File: src/rtl/brf_pkg.sv
// Shared constants and types for the byte ring FIFO.
`timescale 1ns / 1ps

package brf_pkg;

	localparam int DEPTH_DEF = 1024;
	localparam int LANES_DEF = 8;
	localparam int CNT_W     = 4;

	typedef enum logic {
		FUNC_PUSH = 1'b0,
		FUNC_POP  = 1'b1
	} func_t;

	// Per-transaction control handed to every bank lane
	typedef struct packed {
		logic             wr_en;
		logic             rd_en;
		logic [CNT_W-1:0] count;
	} lane_ctl_t;

endpackage

File: src/rtl/brf_ram.sv
// Generic single-write, single-read RAM with registered read data.
`timescale 1ns / 1ps

module brf_ram #(
	parameter int WIDTH = 8,
	parameter int DEPTH = 128
) (
	input  logic                     clk,
	input  logic                     we,
	input  logic [$clog2(DEPTH)-1:0] waddr,
	input  logic [WIDTH-1:0]         wdata,
	input  logic                     re,
	input  logic [$clog2(DEPTH)-1:0] raddr,
	output logic [WIDTH-1:0]         rdata
);
	logic [WIDTH-1:0] mem [DEPTH];
	logic [WIDTH-1:0] rdata_q;

	always_ff @(posedge clk) begin
		if (we) begin
			mem[waddr] <= wdata;
		end
		if (re) begin
			rdata_q <= mem[raddr];
		end
	end

	assign rdata = rdata_q;
endmodule

File: src/rtl/brf_lane.sv
// One byte bank: picks its byte of a transaction and holds its slice of the ring.
`timescale 1ns / 1ps

module brf_lane import brf_pkg::*; #(
	parameter int DEPTH = DEPTH_DEF,
	parameter int BANKS = 8
) (
	input  logic                     clk,
	input  lane_ctl_t                ctl,
	input  logic [$clog2(BANKS)-1:0] bank_id,
	input  logic [$clog2(DEPTH)-1:0] wr_base,
	input  logic [$clog2(DEPTH)-1:0] rd_base,
	input  logic [8*BANKS-1:0]       wr_data,
	output logic [7:0]               rdata
);
	localparam int AW   = $clog2(DEPTH);
	localparam int BW   = $clog2(BANKS);
	localparam int ROWS = DEPTH / BANKS;

	logic [BW-1:0] wr_idx;
	logic [BW-1:0] rd_idx;
	logic [AW-1:0] wr_addr;
	logic [AW-1:0] rd_addr;
	logic          we;

	// Offset of this bank's byte within the transaction
	assign wr_idx  = bank_id - wr_base[BW-1:0];
	assign rd_idx  = bank_id - rd_base[BW-1:0];
	assign wr_addr = wr_base + AW'(wr_idx);
	assign rd_addr = rd_base + AW'(rd_idx);
	assign we      = ctl.wr_en && (CNT_W'(wr_idx) < ctl.count);

	brf_ram #(
		.WIDTH (8),
		.DEPTH (ROWS)
	) u_ram (
		.clk   (clk),
		.we    (we),
		.waddr (wr_addr[AW-1:BW]),
		.wdata (wr_data[8*wr_idx +: 8]),
		.re    (ctl.rd_en),
		.raddr (rd_addr[AW-1:BW]),
		.rdata (rdata)
	);
endmodule

File: config.mk
export PLATFORM = sky130hd
export DESIGN_NAME = brf_lane
export DESIGN_NICKNAME = d
export VERILOG_FILES = /design/src/rtl/brf_pkg.sv /design/src/rtl/brf_ram.sv /design/src/rtl/brf_lane.sv
export SDC_FILE = /design/constraint.sdc
export NUM_CORES = 1
export LEC_CHECK = 0
export ABC_AREA = 1
export BUFFER_PORTS_ARGS = -buffer_cell sky130_fd_sc_hd__buf_2
export CAP_MARGIN = 20
export CORE_MARGIN = 4
export CORE_UTILIZATION = 45
export DETAILED_ROUTE_END_ITERATION = 10
export GPL_ROUTABILITY_DRIVEN = 1
export GPL_TIMING_DRIVEN = 0
export SLEW_MARGIN = 10
export SYNTH_ARGS = -nofsm -noshare
export SYNTH_HDL_FRONTEND = slang
export SYNTH_SLANG_ARGS = --single-unit
export TNS_END_PERCENT = 30
File: constraint.sdc
create_clock -name clk -period 7.3 [get_ports clk]
set_input_delay 1.46 -clock clk [delete_from_list [all_inputs] [get_ports clk]]
set_output_delay 1.46 -clock clk [all_outputs]
set_load 0.01 [all_outputs]
-- Yosys cells after proc, flatten, opt, wreduce, memory -nomap -nowiden
Memories as Yosys holds them, arrays and structs flattened. A register that Yosys moved wholly into a read port is not among the register bits.
Index checks and enable logic that the tools add are counted.
- register bits after elaboration: 0
- memory bits (writable): 1024
- input bits: 94
- output and inout port bits: 8
- logic and storage cells: 10
- memories: 1
- memory list (name ; words ; width ; rd ports ; clocked after memory_dff ; wr ports ; line ; source):
    u_ram.mem ; 128 ; 8 ; 1 ; 1 ; 1 ; brf_ram.sv:16 ; logic [WIDTH-1:0] mem [DEPTH];
- $add $sub $neg: 4
- order comparisons: 1
- shift-type cells: 1
- mux-type cells: 2
- reduce and logical (&&, ||, !) cells: 1
- operator list (operator ; number):
    $shiftx 64x7->8 ; 1
    $add 10x3->10 ; 2
    $sub 3x3->3 ; 2
    $lt 3x4->1 ; 1
    $mux 1 ; 2
    $logic_and 1x1->1 ; 1

-- Logic depth before layout (Yosys ltp)
- depth after elaboration: 5
- mapped depth: 25
- depth with buffers taken out: 23

-- Cells and area by module
From an unflattened synthesis, not the netlist that was laid out.
- cell total of the unflattened synthesis: 3870
- area, all modules: 43608.1 um2
- by module, submodules not included (module ; instances ; cells an instance ; area each (um2) ; seq. area each (um2)):
    brf_ram ; 1 ; 3575 ; 42184.2 ; 30989.7
    brf_lane ; 1 ; 295 ; 1423.9 ; 0.0

-- Worst setup path after synthesis
No wires, ideal clock.
- kind: input port to flip-flop
- from: input bank_id[0]
- to: memory u_ram.mem[0][5], data pin
- library setup time: 0.969 ns
- data arrival time: 6.647 ns
- required time: 6.331 ns
- slack: -0.316 ns
- stages: 9
- path buffers: 2
- path through: inv_1 ha_1 inv_1 fa_1 clkbuf_1 clkbuf_1 a21oi_1 o21ai_0 a31oi_1
- word-level cells in the longest chain between the ends: 2
- RTL lines (item ; line ; source):
    start, declared ; brf_lane.sv:10 ; input logic [$clog2(BANKS)-1:0] bank_id,
    $sub 3x3->3 ; brf_lane.sv:27 ; assign wr_idx = bank_id - wr_base[BW-1:0];
    $shiftx 64x7->8 ; brf_lane.sv:40 ; .wdata (wr_data[8*wr_idx +: 8]),
    via u_ram.wdata[5] ; brf_ram.sv:11 ; input logic [WIDTH-1:0] wdata,
    end, declared ; brf_ram.sv:16 ;
The timed path passes the listed nets, and every way through them passes these cells.

-- Worst setup path after layout
- from: input bank_id[0]
- to: memory u_ram.mem[106][2] (enable)
- word-level cells in the longest chain between the ends: 5
- elaborated cells between the ends (all ways): 6
- those cells by class: add/sub (2); order compare (1); mux (2); reduce/logical (1)
- RTL lines (item ; line ; source):
    $sub 3x3->3 (*) ; brf_lane.sv:27 ;
    $lt 3x4->1 ; brf_lane.sv:31 ; assign we = ctl.wr_en && (CNT_W'(wr_idx) < ctl.count);
    $logic_and 1x1->1 ; brf_lane.sv:31 ;
    $mux 1 ; brf_ram.sv:20 ; if (we) begin
    $mux 1 (not written as such) ; brf_ram.sv:21 ; mem[waddr] <= wdata;
Every way passes the cells marked *; elsewhere a longest branch is shown, timed or not.

==> results.cfg <==
[cts]
clock_latency_ns = 0.68
cts_hold_buf = 0
post_cts_resized = 0
clockRootBuffer = clkbuf_16
h-tree-depth = 3
clockBufferDepth = 3
cts_setup_buffers = 0
cts_made_buffers = 104
tritoncts = done
cts.sinks = 1032
clkTransAtPathRegs_ns = 0.06

[synthesis]
postSynthCellCount = 3802
synth.top_cell.area_share_pct = 71.30
ys_warn_count = 0
synth_seq_cells = 1032
async_flop_share_pct = 0
yosysTopAreaCell = edfxtp_1
synth.avg_cell_area_sq_um = 11.43
netlist_top_cells_count = nand3_1 (1,139), edfxtp_1 (1,032), nand2_1 (1,005)
synth_seq_area_share_pct = 71.30
synth_edf_count = 1032
synth_cell_types = 30
syn_nets = 3905
synth_area_leaders = edfxtp_1 (71%), nand3_1 (13%), nand2_1 (8.7%)
synth_flop_cell = edfxtp_1
synth_area_sq_mm = 0.04347
synth.most_common_cell = nand3_1

[detailed_routing]
met2WireLength_mm = 71.64
drtIter0Drc = 5709
routed_wl_mm = 163.3
routed-wl-met3_mm = 21.77
drc = 0
wl_met1_mm = 61.50
via_per_inst = 6.050
num_vias = 32820
topRoutingLayerUsed = met5
ant_nets = 0
avgRoutedWirePerCell_um = 30.11
first_pass_iters = 6

[finish]
fill_cells = 8250
design_area_sq_mm = 0.05024
drive_gt1_share_pct = 12.67
layout.area.seq_sq_mm = 0.03099
multiInputGateArea_sq_mm = 0.01094
utilization_pct = 52.65
nets = 4174
area_growth_pct = 15.60
final_cells = 5424

[critical_path]
worstSetupEndpoint = u_ram.mem[106][2]
r2r_cells = 10
r2r_end = u_ram.rdata[2]
rrSetupSlack_ns = 5.26
r2r-start = u_ram.mem[45][2]
crit_fanout = 11
startpoint_type = primary input
crit_type = in2reg
crit_arrival_ns = 7.52
cp-startpoint = bank_id[0]
required_ns = 7.59
critPathCaptureType = flop

[placed_design]
place_ws_ns = -0.4302
dpl.cell_count = 5228
portBuffers = 101
gp_congestion = 0.9975
hpwlAfterDp_mm = 116.9
place_area_sq_mm = 0.04688

[floorplanning]
die_y_um = 318.8
rows = 113
die_w_um = 318.8
core-area_sq_mm = 0.09544
ioPinCount = 102
start_util_pct = 45.54
dieArea_sq_mm = 0.1016

[worst_hold_path]
hold_class = in2reg

[outcome]
status = complete, no violations

[global_routing]
grt_pass1_vias = 30080
grt.overflow.total = 0
grt_first_pass_wirelength_mm = 226.1
antenna_found_initial = 8
grt_max_degree = 36
track_usage_pct = 31.44

[timing]
tightestPinTransition_ns = 1.201
final_max_slew_viol_count = 0
min_period_ns = 7.228
min_period_over_period_pct = 99.01
setup-violations-final = 0
clock_skew_ns = 0.02221
hold_violations = 0
grt_setup_unrepaired = false
setup-tns-final_ns = 0
hold-worst-slack_ns = 1.112
fmax_mhz = 138.4
worst_slack_ns = 0.07245
relSlewSlack_pct = 19.61

[pwr]
powerDensity_mw_per_mm2 = 315.8
vdd_ir_drop_max_mv = 0.1728
p_leak_nw = 18.32
total_power_mw = 15.87

[flow_run]
maxCapViolCount = 0
[report_power, final]
group | internal (mW) | leakage [nW] | switching, mW | total, mW
clock network | 3.05 | 1.62 | 2.29 | 5.34
registers | 7.02 | 9.50 | 0.0115 | 7.03
logic | 0.891 | 7.21 | 2.60 | 3.49
total | 11.0 | 18.3 | 4.90 | 15.9
[cell families after synthesis]
logic type | synth area share [%]
AO/OA/AOI/OAI | 0.7887
multiplexers | 0.1842
adder cells (fa/ha/maj) | 0.2936
flip-flops | 71.30
XOR/XNOR | 0.2591
buffers and inverters | 3.834
AND/OR/NAND/NOR | 23.34
[worst min path at each step]
stage / from / endpoint / slack [ns] / cells after the start
floorplan: u_ram.mem[2][4] / u_ram.rdata[4] / 0.84 / 8
global route: ctl[4] / u_ram.rdata[3] / 1.12 / 1
global placement: u_ram.mem[78][6] / u_ram.rdata[6] / 1.10 / 8
CTS: ctl[4] / u_ram.rdata[3] / 1.09 / 1
finish: ctl[4] / u_ram.rdata[7] / 1.11 / 1
detailed placement: u_ram.mem[32][0] / u_ram.rdata[0] / 1.11 / 8
[sequential cells by signal, summed over array words and instances, names as in the netlist]
signal       count
u_ram.mem     1024
u_ram.rdata      8
[critical path, cell delays in order]
cell      delay [ns]
buf_2           0.11
inv_1           0.06
ha_1            0.16
inv_1           0.06
fa_1            0.40
xor2_1          0.51
clkbuf_1        0.87
ha_1            0.42
a21oi_1         0.16
nand2_1         0.13
or2_2           0.31
a21oi_1         0.52
nand2_1         0.66
clkbuf_1        0.62
nor2_1          1.05
[metal layers]
layer / up-vias / global-route usage, %
li1: 14020 / -
met1: 15970 / 42.85
met2: 2419 / 47.12
met3: 395 / 8.961
met4: 8 / 14.24
met5: - / 0
[placed cells by master, fill, tap and decap left out, types with 6 or more instances in the layout]
cell type | Yosys | final
nand3_1 | 1139 | 1139
edfxtp_1 | 1032 | 1032
nand2_1 | 1005 | 1005
buf_2 | 177 | 278
nor2_1 | 151 | 147
inv_1 | 115 | 115
clkbuf_16 | 0 | 107
clkbuf_1 | 48 | 64
clkinv_1 | 0 | 28
o21ai_0 | 26 | 26
buf_16 | 0 | 26
a21oi_1 | 19 | 19
buf_6 | 2 | 19
buf_4 | 11 | 17
clkinv_2 | 0 | 16
buf_1 | 13 | 13
buf_12 | 0 | 13
bufinv_16 | 0 | 11
xor2_1 | 8 | 8
o211ai_1 | 8 | 8
mux2i_1 | 8 | 8
a31oi_4 | 0 | 8
ha_1 | 7 | 7
diode_2 | 0 | 6
nand2_2 | 6 | 6
clkinvlp_4 | 0 | 6
[layout make-up]
| cell class | count | share of cell area (%) |
|---|---|---|
| diodes | 6 | 0.02988 |
| multi-input cells | 2400 | 21.77 |
| clock buffers | 123 | 5.449 |
| repair buffers | 163 | 3.419 |
| clock inverters | 65 | 1.185 |
| plain buffers | 251 | 2.428 |
| well taps | 1265 | 3.150 |
| inverters | 119 | 0.8890 |
| flip-flops and latches | 1032 | 61.68 |
(Power assumes the default switching activity.)
